File: config.mk
export PLATFORM = sky130hd
export DESIGN_NAME = ansi_csi_escape_stripper
export DESIGN_NICKNAME = d
export VERILOG_FILES = /design/src/hw/rtl/csistrip_pkg.sv /design/src/hw/rtl/csistrip_parse.sv /design/src/hw/rtl/csistrip_fifo.sv /design/src/hw/rtl/ansi_csi_escape_stripper.sv
export SDC_FILE = /design/constraint.sdc
export NUM_CORES = 1
export LEC_CHECK = 0
export ABC_AREA = 1
export BUFFER_PORTS_ARGS = -buffer_cell sky130_fd_sc_hd__buf_2
export CORE_ASPECT_RATIO = 0.9
export CORE_UTILIZATION = 45
export DETAILED_ROUTE_END_ITERATION = 7
export GPL_TIMING_DRIVEN = 0
export PLACE_DENSITY = 0.65
export SLEW_MARGIN = 20
export SYNTH_ARGS = -nofsm -noshare
export SYNTH_HDL_FRONTEND = slang
export SYNTH_SLANG_ARGS = --single-unit
File: constraint.sdc
create_clock -name clk -period 3.97 [get_ports clk]
set_input_delay 0.5955 -clock clk [delete_from_list [all_inputs] [get_ports clk]]
set_output_delay 0.5955 -clock clk [all_outputs]
set_load 0.02 [all_outputs]
File: src/hw/rtl/csistrip_pkg.sv
// Shared types and byte constants for the CSI escape stripper.
package csistrip_pkg;

  localparam int unsigned FifoDepth = 4;

  localparam logic [7:0] EscByte   = 8'h1B;
  localparam logic [7:0] LBracket  = 8'h5B;
  localparam logic [7:0] CrByte    = 8'h0D;
  localparam logic [7:0] ParamLo   = 8'h30;
  localparam logic [7:0] ParamHi   = 8'h3F;
  localparam logic [7:0] InterLo   = 8'h20;
  localparam logic [7:0] InterHi   = 8'h2F;
  localparam logic [7:0] FinalLo   = 8'h40;
  localparam logic [7:0] FinalHi   = 8'h7E;

  typedef enum logic [1:0] {
    MODE_TEXT  = 2'd0,
    MODE_ESC   = 2'd1,
    MODE_PARAM = 2'd2,
    MODE_INTER = 2'd3
  } mode_t;

  // One result beat.
  typedef struct packed {
    logic [7:0] data;
    logic       valid;
    logic       last;
  } beat_t;

  // Up to two result beats produced by one input beat.
  typedef struct packed {
    beat_t      res0;
    beat_t      res1;
    logic [1:0] cnt;
  } push_t;

endpackage

File: src/hw/rtl/csistrip_parse.sv
// Combinational parser: next mode and the result beats of one input byte.
module csistrip_parse
  import csistrip_pkg::*;
(
  input  mode_t      mode,
  input  logic [7:0] data_byte,
  input  logic       last_byte,
  output mode_t      mode_nxt,
  output push_t      push
);

  logic  is_esc;
  logic  text_emit;
  logic  text_to_esc;
  logic  in_param;
  logic  in_inter;
  logic  in_final;
  mode_t mode_raw;

  assign is_esc      = (data_byte == EscByte);
  // Plain text: ESC is held unless the string ends, CR is dropped.
  assign text_emit   = is_esc ? last_byte : (data_byte != CrByte);
  assign text_to_esc = is_esc && !last_byte;
  assign in_param    = (data_byte inside {[ParamLo:ParamHi]});
  assign in_inter    = (data_byte inside {[InterLo:InterHi]});
  assign in_final    = (data_byte inside {[FinalLo:FinalHi]});

  // Next mode.
  always_comb begin
    mode_raw = MODE_TEXT;
    case (mode)
      MODE_ESC: begin
        if (data_byte == LBracket) begin
          mode_raw = MODE_PARAM;
        end else if (text_to_esc) begin
          mode_raw = MODE_ESC;
        end
      end
      MODE_PARAM, MODE_INTER: begin
        if (mode == MODE_PARAM && in_param) begin
          mode_raw = MODE_PARAM;
        end else if (in_inter) begin
          mode_raw = MODE_INTER;
        end else if (in_final) begin
          mode_raw = MODE_TEXT;
        end else if (text_to_esc) begin
          mode_raw = MODE_ESC;
        end
      end
      default: begin
        if (text_to_esc) begin
          mode_raw = MODE_ESC;
        end
      end
    endcase
    mode_nxt = last_byte ? MODE_TEXT : mode_raw;
  end

  // Result beats.
  always_comb begin
    push = '0;
    case (mode)
      MODE_ESC: begin
        if (data_byte != LBracket) begin
          push.res0 = '{data: EscByte, valid: 1'b1, last: 1'b0};
          push.res1 = '{data: data_byte, valid: 1'b1, last: 1'b0};
          push.cnt  = text_emit ? 2'd2 : 2'd1;
        end
      end
      MODE_PARAM, MODE_INTER: begin
        if (!((mode == MODE_PARAM && in_param) || in_inter || in_final)) begin
          push.res0 = '{data: data_byte, valid: 1'b1, last: 1'b0};
          push.cnt  = text_emit ? 2'd1 : 2'd0;
        end
      end
      default: begin
        push.res0 = '{data: data_byte, valid: 1'b1, last: 1'b0};
        push.cnt  = text_emit ? 2'd1 : 2'd0;
      end
    endcase

    // Mark the end of the string: tag the final beat or emit an empty marker.
    if (last_byte) begin
      case (push.cnt)
        2'd0: begin
          push.res0 = '{data: 8'h00, valid: 1'b0, last: 1'b1};
          push.cnt  = 2'd1;
        end
        2'd1:    push.res0.last = 1'b1;
        default: push.res1.last = 1'b1;
      endcase
    end
  end

endmodule

File: src/hw/rtl/csistrip_fifo.sv
// Result queue that takes up to two beats per cycle and gives one.
module csistrip_fifo
  import csistrip_pkg::*;
#(
  parameter int unsigned DEPTH = FifoDepth
) (
  input  logic  clk,
  input  logic  rst_n,
  input  push_t push,
  output logic  room2,
  output beat_t head,
  output logic  head_valid,
  input  logic  pop
);

  localparam int unsigned PTR_W = $clog2(DEPTH);
  localparam int unsigned CNT_W = $clog2(DEPTH + 1);
  localparam logic [PTR_W-1:0] LAST_IDX = PTR_W'(DEPTH - 1);
  localparam logic [CNT_W-1:0] ROOM_MAX = CNT_W'(DEPTH - 2);

  function automatic logic [PTR_W-1:0] inc_ptr(input logic [PTR_W-1:0] p);
    return (p == LAST_IDX) ? '0 : p + 1'b1;
  endfunction

  beat_t             mem_r [DEPTH];
  logic [PTR_W-1:0]  wr_ptr_r, wr_ptr_nxt;
  logic [PTR_W-1:0]  rd_ptr_r, rd_ptr_nxt;
  logic [CNT_W-1:0]  count_r, count_nxt;
  logic [PTR_W-1:0]  wr_ptr_p1;
  logic              do_pop;

  assign wr_ptr_p1  = inc_ptr(wr_ptr_r);
  assign head_valid = (count_r != '0);
  assign head       = mem_r[rd_ptr_r];
  assign room2      = (count_r <= ROOM_MAX);
  assign do_pop     = pop && head_valid;

  always_comb begin
    wr_ptr_nxt = wr_ptr_r;
    case (push.cnt)
      2'd1:    wr_ptr_nxt = wr_ptr_p1;
      2'd2:    wr_ptr_nxt = inc_ptr(wr_ptr_p1);
      default: wr_ptr_nxt = wr_ptr_r;
    endcase
    rd_ptr_nxt = do_pop ? inc_ptr(rd_ptr_r) : rd_ptr_r;
    count_nxt  = count_r + CNT_W'(push.cnt) - CNT_W'(do_pop);
  end

  always_ff @(posedge clk) begin
    if (push.cnt != 2'd0) begin
      mem_r[wr_ptr_r] <= push.res0;
    end
    if (push.cnt == 2'd2) begin
      mem_r[wr_ptr_p1] <= push.res1;
    end
  end

  always_ff @(posedge clk) begin
    if (!rst_n) begin
      wr_ptr_r <= '0;
      rd_ptr_r <= '0;
      count_r  <= '0;
    end else begin
      wr_ptr_r <= wr_ptr_nxt;
      rd_ptr_r <= rd_ptr_nxt;
      count_r  <= count_nxt;
    end
  end

endmodule

File: src/hw/rtl/ansi_csi_escape_stripper.sv
// Top level of the ANSI CSI escape stripper: input register, parser, result queue.
//
//   channel | dir | handshake             | payload
//   --------+-----+-----------------------+-------------------------------------
//   in_     | in  | in_tvalid / in_tready   | tdata = data_byte, tlast = last_byte
//   out_    | out | out_tvalid / out_tready | tdata = out_byte, tuser = out_valid,
//           |     |                       | tlast = out_last
//
// One input beat per cycle sustained while the output keeps up. A beat is held in
// the input register, is parsed there, and its zero to two results land in the
// queue, whose head drives out_. The input register advances only while the
// queue has room for two beats, so a stalled output backs up into in_tready
// once DEPTH-1 beats are queued.
// Synchronous reset clears the parse mode, the input register valid bit and
// the queue; no clearing pass is needed.
module ansi_csi_escape_stripper
  import csistrip_pkg::*;
#(
  parameter int unsigned FIFO_DEPTH = FifoDepth  // result queue depth, 3 or more
) (
  input  logic       clk,
  input  logic       rst_n,

  input  logic       in_tvalid,
  output logic       in_tready,
  input  logic [7:0] in_tdata,    // [7:0] data_byte
  input  logic       in_tlast,    // last_byte

  output logic       out_tvalid,
  input  logic       out_tready,
  output logic [7:0] out_tdata,   // [7:0] out_byte
  output logic       out_tuser,   // [0] out_valid (0 on an empty end marker)
  output logic       out_tlast    // out_last
);

  // Input register stage.
  logic       s1_valid_r, s1_valid_nxt;
  logic [7:0] s1_byte_r;
  logic       s1_last_r;

  // Parse state, updated once per consumed beat.
  mode_t      mode_r, mode_nxt, mode_calc;

  push_t      push_calc;
  push_t      push;
  logic       room2;
  logic       s1_fire;
  logic       in_fire;
  beat_t      head;
  logic       head_valid;

  // Consume the registered beat when the queue can absorb two results.
  assign s1_fire   = s1_valid_r && room2;
  // Take a new beat whenever the register is empty or drains this cycle.
  assign in_tready = !s1_valid_r || s1_fire;
  assign in_fire   = in_tvalid && in_tready;

  csistrip_parse u_parse (
    .mode      (mode_r),
    .data_byte (s1_byte_r),
    .last_byte (s1_last_r),
    .mode_nxt  (mode_calc),
    .push      (push_calc)
  );

  // Drop the push when the register is not consumed this cycle.
  always_comb begin
    push = push_calc;
    if (!s1_fire) begin
      push.cnt = 2'd0;
    end
    mode_nxt     = s1_fire ? mode_calc : mode_r;
    s1_valid_nxt = in_fire || (s1_valid_r && !s1_fire);
  end

  csistrip_fifo #(
    .DEPTH (FIFO_DEPTH)
  ) u_fifo (
    .clk        (clk),
    .rst_n      (rst_n),
    .push       (push),
    .room2      (room2),
    .head       (head),
    .head_valid (head_valid),
    .pop        (out_tready)
  );

  assign out_tvalid = head_valid;
  assign out_tdata  = head.data;
  assign out_tuser  = head.valid;
  assign out_tlast  = head.last;

  // Hold the payload unless a new beat is taken.
  always_ff @(posedge clk) begin
    if (in_fire) begin
      s1_byte_r <= in_tdata;
      s1_last_r <= in_tlast;
    end
  end

  always_ff @(posedge clk) begin
    if (!rst_n) begin
      s1_valid_r <= 1'b0;
      mode_r     <= MODE_TEXT;
    end else begin
      s1_valid_r <= s1_valid_nxt;
      mode_r     <= mode_nxt;
    end
  end

endmodule

==> results of run 1 <==
-- how the worst max path moves through the flow --
stage	cells past startpoint	start	to
3_5_place_dp	13	s1_byte_r[5]$_DFFE_PP_	u_fifo.mem_r[2][7]$_DFFE_PP_
2_1_floorplan	10	s1_byte_r[5]$_DFFE_PP_	u_fifo.mem_r[0][0]$_DFFE_PP_
3_3_place_gp	10	s1_byte_r[5]$_DFFE_PP_	u_fifo.mem_r[3][7]$_DFFE_PP_
5_1_grt	13	s1_byte_r[5]$_DFFE_PP_	u_fifo.mem_r[2][1]$_DFFE_PP_
4_1_cts	13	s1_byte_r[5]$_DFFE_PP_	u_fifo.mem_r[2][1]$_DFFE_PP_
6_report	13	s1_byte_r[5]$_DFFE_PP_	u_fifo.mem_r[2][4]$_DFFE_PP_
-- through the flow --
| stage | area (um^2) | total power, uW | setup WS (ps) |
|---|---|---|---|
| final | 3780 | 1900 | 722 |
| after global routing | 3780 | 2020 | 417 |
| after global placement | 3550 | 1320 | 290 |
| after detailed placement | 3570 | 1330 | 678 |
| after floorplan | 3320 | 1170 | 1160 |
| after CTS | 3780 | 1920 | 665 |
-- cell families (layout without fill, tap and decap cells) --
group,after synthesis,count (layout),synth area share
flip-flops,61,61,0.516
XOR/XNOR,3,3,0.00793
adder cells (fa/ha/maj),15,15,0.0589
AND/OR/NAND/NOR,176,176,0.225
AO/OA/AOI/OAI,73,73,0.122
buffers and inverters,59,101,0.0702
-- flip-flops by register name, summed over array words and instances (netlist names), named ones only --
register and cells:
u_fifo.wr_ptr_r 2, u_fifo.mem_r 40, s1_byte_r 8, u_fifo.rd_ptr_r 2, s1_last_r 1, mode_r 2, s1_valid_r 1, u_fifo.count_r 3
-- cell usage after synthesis --
cell	number
nand2_1	97
edfxtp_1	49
o21ai_0	48
nor2_1	44
inv_1	40
nand3_1	23
ha_1	14
dfxtp_1	12
o22ai_1	11
a21oi_1	9
clkbuf_1	6
buf_1	4
inv_2	4
nor2_2	4
buf_2	3
nand2_2	2
xor2_1	2
a21oi_2	1
a31o_2	1
buf_6	1
clkinv_1	1
fa_1	1
nand2_4	1
nand3_2	1
nand3b_1	1
nor2_4	1
nor2_8	1
nor3_1	1
o211a_1	1
o21ai_1	1
o21ai_4	1
xnor2_1	1
-- cell type report --
cell class	instances	share of cell area
Clock inverter	5	0.0202
Sequential cell	61	0.453
Multi-Input combinational cell	267	0.363
Buffer	14	0.0169
Tap cell	93	0.0308
Clock buffer	10	0.0338
Inverter	45	0.0447
Timing Repair Buffer	27	0.0377
-- power breakdown --
group	leakage, uW	total, uW	internal (uW)	switching [uW]
Combinational	0.000964	519	174	345
Sequential	0.000541	796	759	37.4
Clock	0.0000998	586	347	239
-- layer usage --
layer | vias up | global-route usage | wire length [um]
li1 | 1356 | - | -
met1 | 1209 | 0.279 | 3410
met2 | 83 | 0.335 | 3470
met3 | 17 | 0.0623 | 416
met4 | 0 | 0.114 | 201
met5 | - | 0 | 0
==> metrics.md, run 1 <==
| Metric | Value |
|---|---|
| Dominant cells by area after synthesis | edfxtp_1 (44%), nand2_1 (11%), dfxtp_1 (7.2%), o21ai_0 (7.2%), ha_1 (5.3%) |
| P_leak | 0.00161 uW |
| Fill cells | 664 |
| H-tree depth | 3 |
| WP data required | 4080 ps |
| Pwr dens | 503 nW/um^2 |
| Largest net degree at the start of global routing | 11 |
| DP HPWL | 5630 um |
| Die H | 83.4 um |
| Synthesized flop and latch total | 61 |
| HP Class | primary input to flop |
| Slowest-stage cell, CP | edfxtp_1 |
| FF/Latch Area | 1710 um^2 |
| 1st-pass router iterations | 5 |
| Cts repair resizes | 0 |
| Endpoint class of the critical path | flop |
| Clock Latency Late Sink | 350 ps |
| Non-filler instance count after layout | 522 |
| Seq/Total Area, Yosys | 0.516 |
| Die area | 7720 um^2 |
| Initial detailed-routing violation count | 196 |
| Final core utilization | 0.534 |
| Fin. max-slew vios | 0 |
| Commonest cells after routing, fill and taps aside | nand2_1 (97), edfxtp_1 (49), nor2_1 (44), o21ai_0 (44), inv_1 (40) |
| Die Width | 92.5 um |
| CP arrival | 3360 ps |
| Num CTS Buffers | 9 |
| Diode count | 0 |
| Post-route ant nets | 0 |
| Nets | 453 |
| CP Class | flop to flop |
| Area grow syn2layout | 14.0% |
| CP peak stage delay | 500 ps |
| Max cap viols | 0 |
| Final WL | 7490 um |
| Capture point of the worst reg-to-reg path | u_fifo.mem_r[2][4]$_DFFE_PP_ |
| Vias in the first global route | 2598 |
| Mapped Cells | 387 |
| Final Hold Vio Count | 0 |
| CTS max path bufs | 2 |
| Total GRT Usage | 0.218 |
| Yosys synthesis warning count | 0 |
| Area share of the largest cell type after synthesis | 0.444 |
| GP Congestion | 0.898 |
| Boundary pin count | 25 |
| Synth area leader | edfxtp_1 |
| Largest fanout on the critical path | 10 |
| Clock Skew | 10.2 ps |
| Crit path buffers/inverters | 4 |
| Worst Hold Path EP | s1_byte_r[3]$_DFFE_PP_ |
| Worst-margin pin slew | 976 ps |
| Hold path startpoint | in_tdata[3] |
| IO buf count | 24 |
| TNS Setup | 0 ps |
| Distinct cells, synth | 32 |
| Reg2reg start | s1_byte_r[5]$_DFFE_PP_ |
| Max_slew headroom | 0.345 |
| Root Driver | clkbuf_8 |
| Gr ovfl total | 0 |
| Share of layout cells above drive strength 1 | 0.142 |
| Via count | 2665 |
| Sink Count | 61 |
| Most common cell after layout, fill and taps aside | nand2_1 |
| Min Tclk post-route | 3250 ps |
| Initial Util | 0.469 |
| Wire length per cell | 14.4 um |
| Syn Nets | 415 |
| RSZ-0062 raised after global routing | false |
| Avg Cell Area, Syn | 8.57 um^2 |
| Worst vdd ir | 365 uV |
| Clk pin slew, worst setup/hold paths | 60 ps |
| Crit path max-delay family | compound AO/OA/AOI/OAI gates |
| R2R Setup Slk | 720 ps |
| Post-CTS Hold Buffers | 0 |
| R2R depth | 13 |
| Core Area | 7080 um^2 |
| Inst Count DP | 507 |
| Setup crit start kind | flop |
| # Post-CTS Setup Buffers | 0 |
| Row cnt | 29 |
| Hold WS | 422 ps |
| First-pass GRT wire length | 12600 um |
| Tcrit/Tclk final | 0.818 |
| Outcome | completed |
| Initial antenna violation count | 0 |
| CP cell instances | nor2_2 -> nand3_2 -> o21ai_4 -> nor2_4 -> nor2_8 -> inv_1 -> a21oi_2 -> inv_2 -> ha_1 -> nand2_1 -> clkbuf_1 -> o21ai_1 -> buf_4 |
| Max Freq | 0.308 GHz |
| Hold Crit Depth | 1 |
| Multi-input gate area | 1370 um^2 |
| DRC viols | 0 |
| Routed vias/inst | 5.11 |
| Syn Std Cell Area | 3320 um^2 |
| CTS tree | yes |
| Final setup vio count | 0 |
Note: power is estimated with default switching activity, not from simulation.
==> inputs of run 2 (changes only) <==
- ABC_AREA: 1 -> 0
- clock period: 3.97 -> 3.19 ns (I/O delays scaled with it)
==> metrics.md, run 2 <==
| Metric | Value |
|---|---|
| Synth area leader | edfxtp_1 |
| Root Driver | clkbuf_8 |
| Routed vias/inst | 5.65 (+11%) |
| Yosys synthesis warning count | 0 (unchanged) |
| Die area | 7770 um^2 (+0.67%) |
| Fill cells | 653 (-1.7%) |
| Max_slew headroom | 0.504 (+0.159) |
| Synth top cells by count | edfxtp_1 (49), nand2_1 (23), o21ai_0 (21) |
| Mux cell area share after synthesis | 0.0675 (+0.0675) |
| Largest regs | u_fifo.mem_r x40, s1_byte_r x8, u_fifo.count_r x3 |
| Outcome | completed |
| Capture point of the worst reg-to-reg path | u_fifo.mem_r[3][5]$_DFFE_PP_ |
| Total GRT Usage | 0.207 (-0.0110) |
| Initial detailed-routing violation count | 144 (-27%) |
| Fin. max-slew vios | 0 (unchanged) |
| Post-route ant nets | 0 (unchanged) |
| Area share of the largest cell type after synthesis | 0.441 (-0.00299) |
| Worst vdd ir | 323 uV (-12%) |
| R2R depth | 11 (-2) |
| Crit path from | s1_byte_r[5]$_DFFE_PP_ |
| Boundary pin count | 25 (unchanged) |
| Vias in the first global route | 2335 (-10%) |
| Row cnt | 29 (unchanged) |
| Clock Latency Late Sink | 340 ps (about the same) |
| Max cap viols | 0 (unchanged) |
| Dominant cells by area after synthesis | edfxtp_1 (44%), dfxtp_1 (7.2%), mux4_2 (6.7%), ha_1 (5.2%), a311o_1 (3.6%) |
| Avg Cell Area, Syn | 12.4 um^2 (+45%) |
| Via count | 2288 (-14%) |
| Final Hold Vio Count | 0 (unchanged) |
| CP Class | flop to flop |
| Mapped Cells | 269 (-30%) |
| Post-place instance area | 3600 um^2 (+0.84%) |
| Most used flip-flop cell after synthesis | edfxtp_1 |
| IO buf count | 24 (unchanged) |
| HP Class | primary input to flop |
| Most common cell after layout, fill and taps aside | edfxtp_1 |
| Synth Area in XOR/XNOR | 0.00787 (-0.0000535) |
| RSZ-0062 raised after global routing | false |
| Wire length per cell | 17.6 um (+23%) |
| CP arrival | 3170 ps (-190 ps) |
| Max reg flops | 40 (unchanged) |
| Diode count | 0 (unchanged) |
| Synth async-reset ratio | 0 (unchanged) |
| Final setup vio count | 0 (unchanged) |
| Core Area | 7110 um^2 (+0.51%) |
| Clock Skew | 5.88 ps (-4.32 ps) |
| Nets | 335 (-26%) |
| FF/Latch Area | 1710 um^2 (unchanged) |
| Initial antenna violation count | 0 (unchanged) |
| First-pass GRT wire length | 11900 um (-5.7%) |
| Setup crit start kind | flop |
| 1st-pass router iterations | 4 (-1) |
| End of the critical path | u_fifo.mem_r[3][5]$_DFFE_PP_ |
| Worst-margin pin slew | 744 ps (-232 ps) |
| Synthesized flop and latch total | 61 (unchanged) |
| Clk pin slew, worst setup/hold paths | 60 ps (about the same) |
| WP data required | 3280 ps (-800 ps) |
| Multi-input gate area | 1470 um^2 (+7.4%) |
| Count leader, synth | edfxtp_1 |
| Largest fanout on the critical path | 10 (unchanged) |
| Simple-gate portion of the synthesized area | 0.146 (-0.0791) |
| DRC viols | 0 (unchanged) |
| Seq/Total Area, Yosys | 0.513 (-0.00348) |
| H-tree depth | 3 (unchanged) |
| Combinational family with the most area after synthesis | compound AO/OA/AOI/OAI gates |
| Finished layout cell area | 3810 um^2 (+0.96%) |
| Min Tclk post-route | 3080 ps (-164 ps) |
| Endpoint class of the critical path | flop |
| R2R Setup Slk | 110 ps (-620 ps) |
| Sink Count | 61 (unchanged) |
| Tcrit/Tclk final | 0.967 (+0.149) |
| EDFF count, synth | 49 (unchanged) |
| P_leak | 0.00147 uW (-8.6%) |
| Largest net degree at the start of global routing | 11 (unchanged) |
| Initial Util | 0.469 (+0.000776) |
| Commonest cells after routing, fill and taps aside | edfxtp_1 (49), buf_2 (27), nand2_1 (22) |
| Post-synthesis compound-gate area fraction | 0.158 (+0.0367) |
| Max Freq | 0.324 GHz (+5.3%) |
| Pwr dens | 576 nW/um^2 (+15%) |
| DP HPWL | 5240 um (-6.9%) |
| Num CTS Buffers | 9 (unchanged) |
| Die Width | 92.8 um (+0.34%) |
| CTS tree | yes |
| TNS Setup | 0 ps (unchanged) |
| Gr ovfl total | 0 (unchanged) |
| Largest reg by FF count | u_fifo.mem_r |
| Syn Nets | 297 (-28%) |
| GP Congestion | 0.834 (-7.2%) |
| Final WL | 7140 um (-4.8%) |
| Distinct cells, synth | 50 (+56%) |
| Adder-Cell Fraction of Synth Area | 0.0585 (-0.000397) |
| Area grow syn2layout | 14.3% |
| Reg2reg start | s1_byte_r[5]$_DFFE_PP_ |
| # Post-CTS Setup Buffers | 0 (unchanged) |
| CTS max path bufs | 2 (unchanged) |
| Die H | 83.7 um (+0.33%) |
| Syn Std Cell Area | 3340 um^2 (+0.68%) |
| Share of layout cells above drive strength 1 | 0.260 (+0.117) |
==> run 2: repair_timing <==
action,CTS,global route
endpoints found under the setup margin,7,7
gates resized for setup,1,1
hold buffers,0,0
cloned,0,0
hold endpoints to repair,0,0
==> run 2: worst max-delay path, cell delays in order (launching register included) <==
cell,delay [ps]
edfxtp_1,490
and3b_1,220
buf_6,140
a31o_4,250
buf_6,140
or3_1,360
inv_1,80
ha_1,190
clkbuf_8,180
and2_1,290
nor2_1,150
a311o_1,350
==> run 2: worst min path at each step <==
| stage | slack [ps] | from | cells after the start | end |
|---|---|---|---|---|
| 2_1_floorplan | 450 | mode_r[0]$_SDFFE_PN0P_ | 2 | mode_r[0]$_SDFFE_PN0P_ |
| 3_3_place_gp | 470 | mode_r[0]$_SDFFE_PN0P_ | 2 | mode_r[0]$_SDFFE_PN0P_ |
| 3_5_place_dp | 500 | mode_r[0]$_SDFFE_PN0P_ | 2 | mode_r[0]$_SDFFE_PN0P_ |
| 4_1_cts | 300 | in_tlast | 1 | s1_last_r$_DFFE_PP_ |
| 5_1_grt | 290 | in_tlast | 1 | s1_last_r$_DFFE_PP_ |
| 6_report | 310 | in_tdata[6] | 1 | s1_byte_r[6]$_DFFE_PP_ |
==> run 2: routing by layer <==
metal	global-route usage	up-vias	wire (um)
met5	0	-	0
met4	0.0909	0	174
met3	0.0592	13	385
met2	0.321	80	3310
met1	0.270	1091	3260
li1	-	1104	-
==> run 2: stage by stage <==
step | setup slack [ps] | utilization | cells | hold slack, ps | total power [uW]
floorplan | 314 | - | 269 | 450 | 1370
global placement | -475 | 0.503 | 386 | 475 | 1490
detailed placement | -31.2 | 0.507 | 389 | 498 | 1510
CTS | 102 | 0.536 | 405 | 295 | 2230
global route | 0.208 | 0.536 | 405 | 286 | 2310
finish | 106 | 0.536 | 405 | 311 | 2200
==> run 2: cells by family (layout without fill, tap and decap cells) <==
| logic type | after synthesis | after routing |
|---|---|---|
| and+or+nand+nor | 83 | 83 |
| AOI/OAI and AO/OA | 68 | 68 |
| DFF | 61 | 61 |
| buffers and inverters | 29 | 72 |
| adders and majority gates | 15 | 15 |
| muxes | 10 | 10 |
| xor gates and xnor gates | 3 | 3 |
==> run 2: cell type report <==
| class | instances | share of cell area |
|---|---|---|
| Sequential cell | 61 | 0.449 |
| Multi-Input combinational cell | 179 | 0.386 |
| Timing Repair Buffer | 27 | 0.0384 |
| Clock buffer | 9 | 0.0325 |
| Tap cell | 93 | 0.0305 |
| Buffer | 14 | 0.0282 |
| Clock inverter | 7 | 0.0210 |
| Inverter | 15 | 0.0148 |
==> run 2: report_power, final <==
group          switching, uW  internal (uW)
sequential              43.1            939
clock                    285            427
combinational            275            227
total                    603           1590
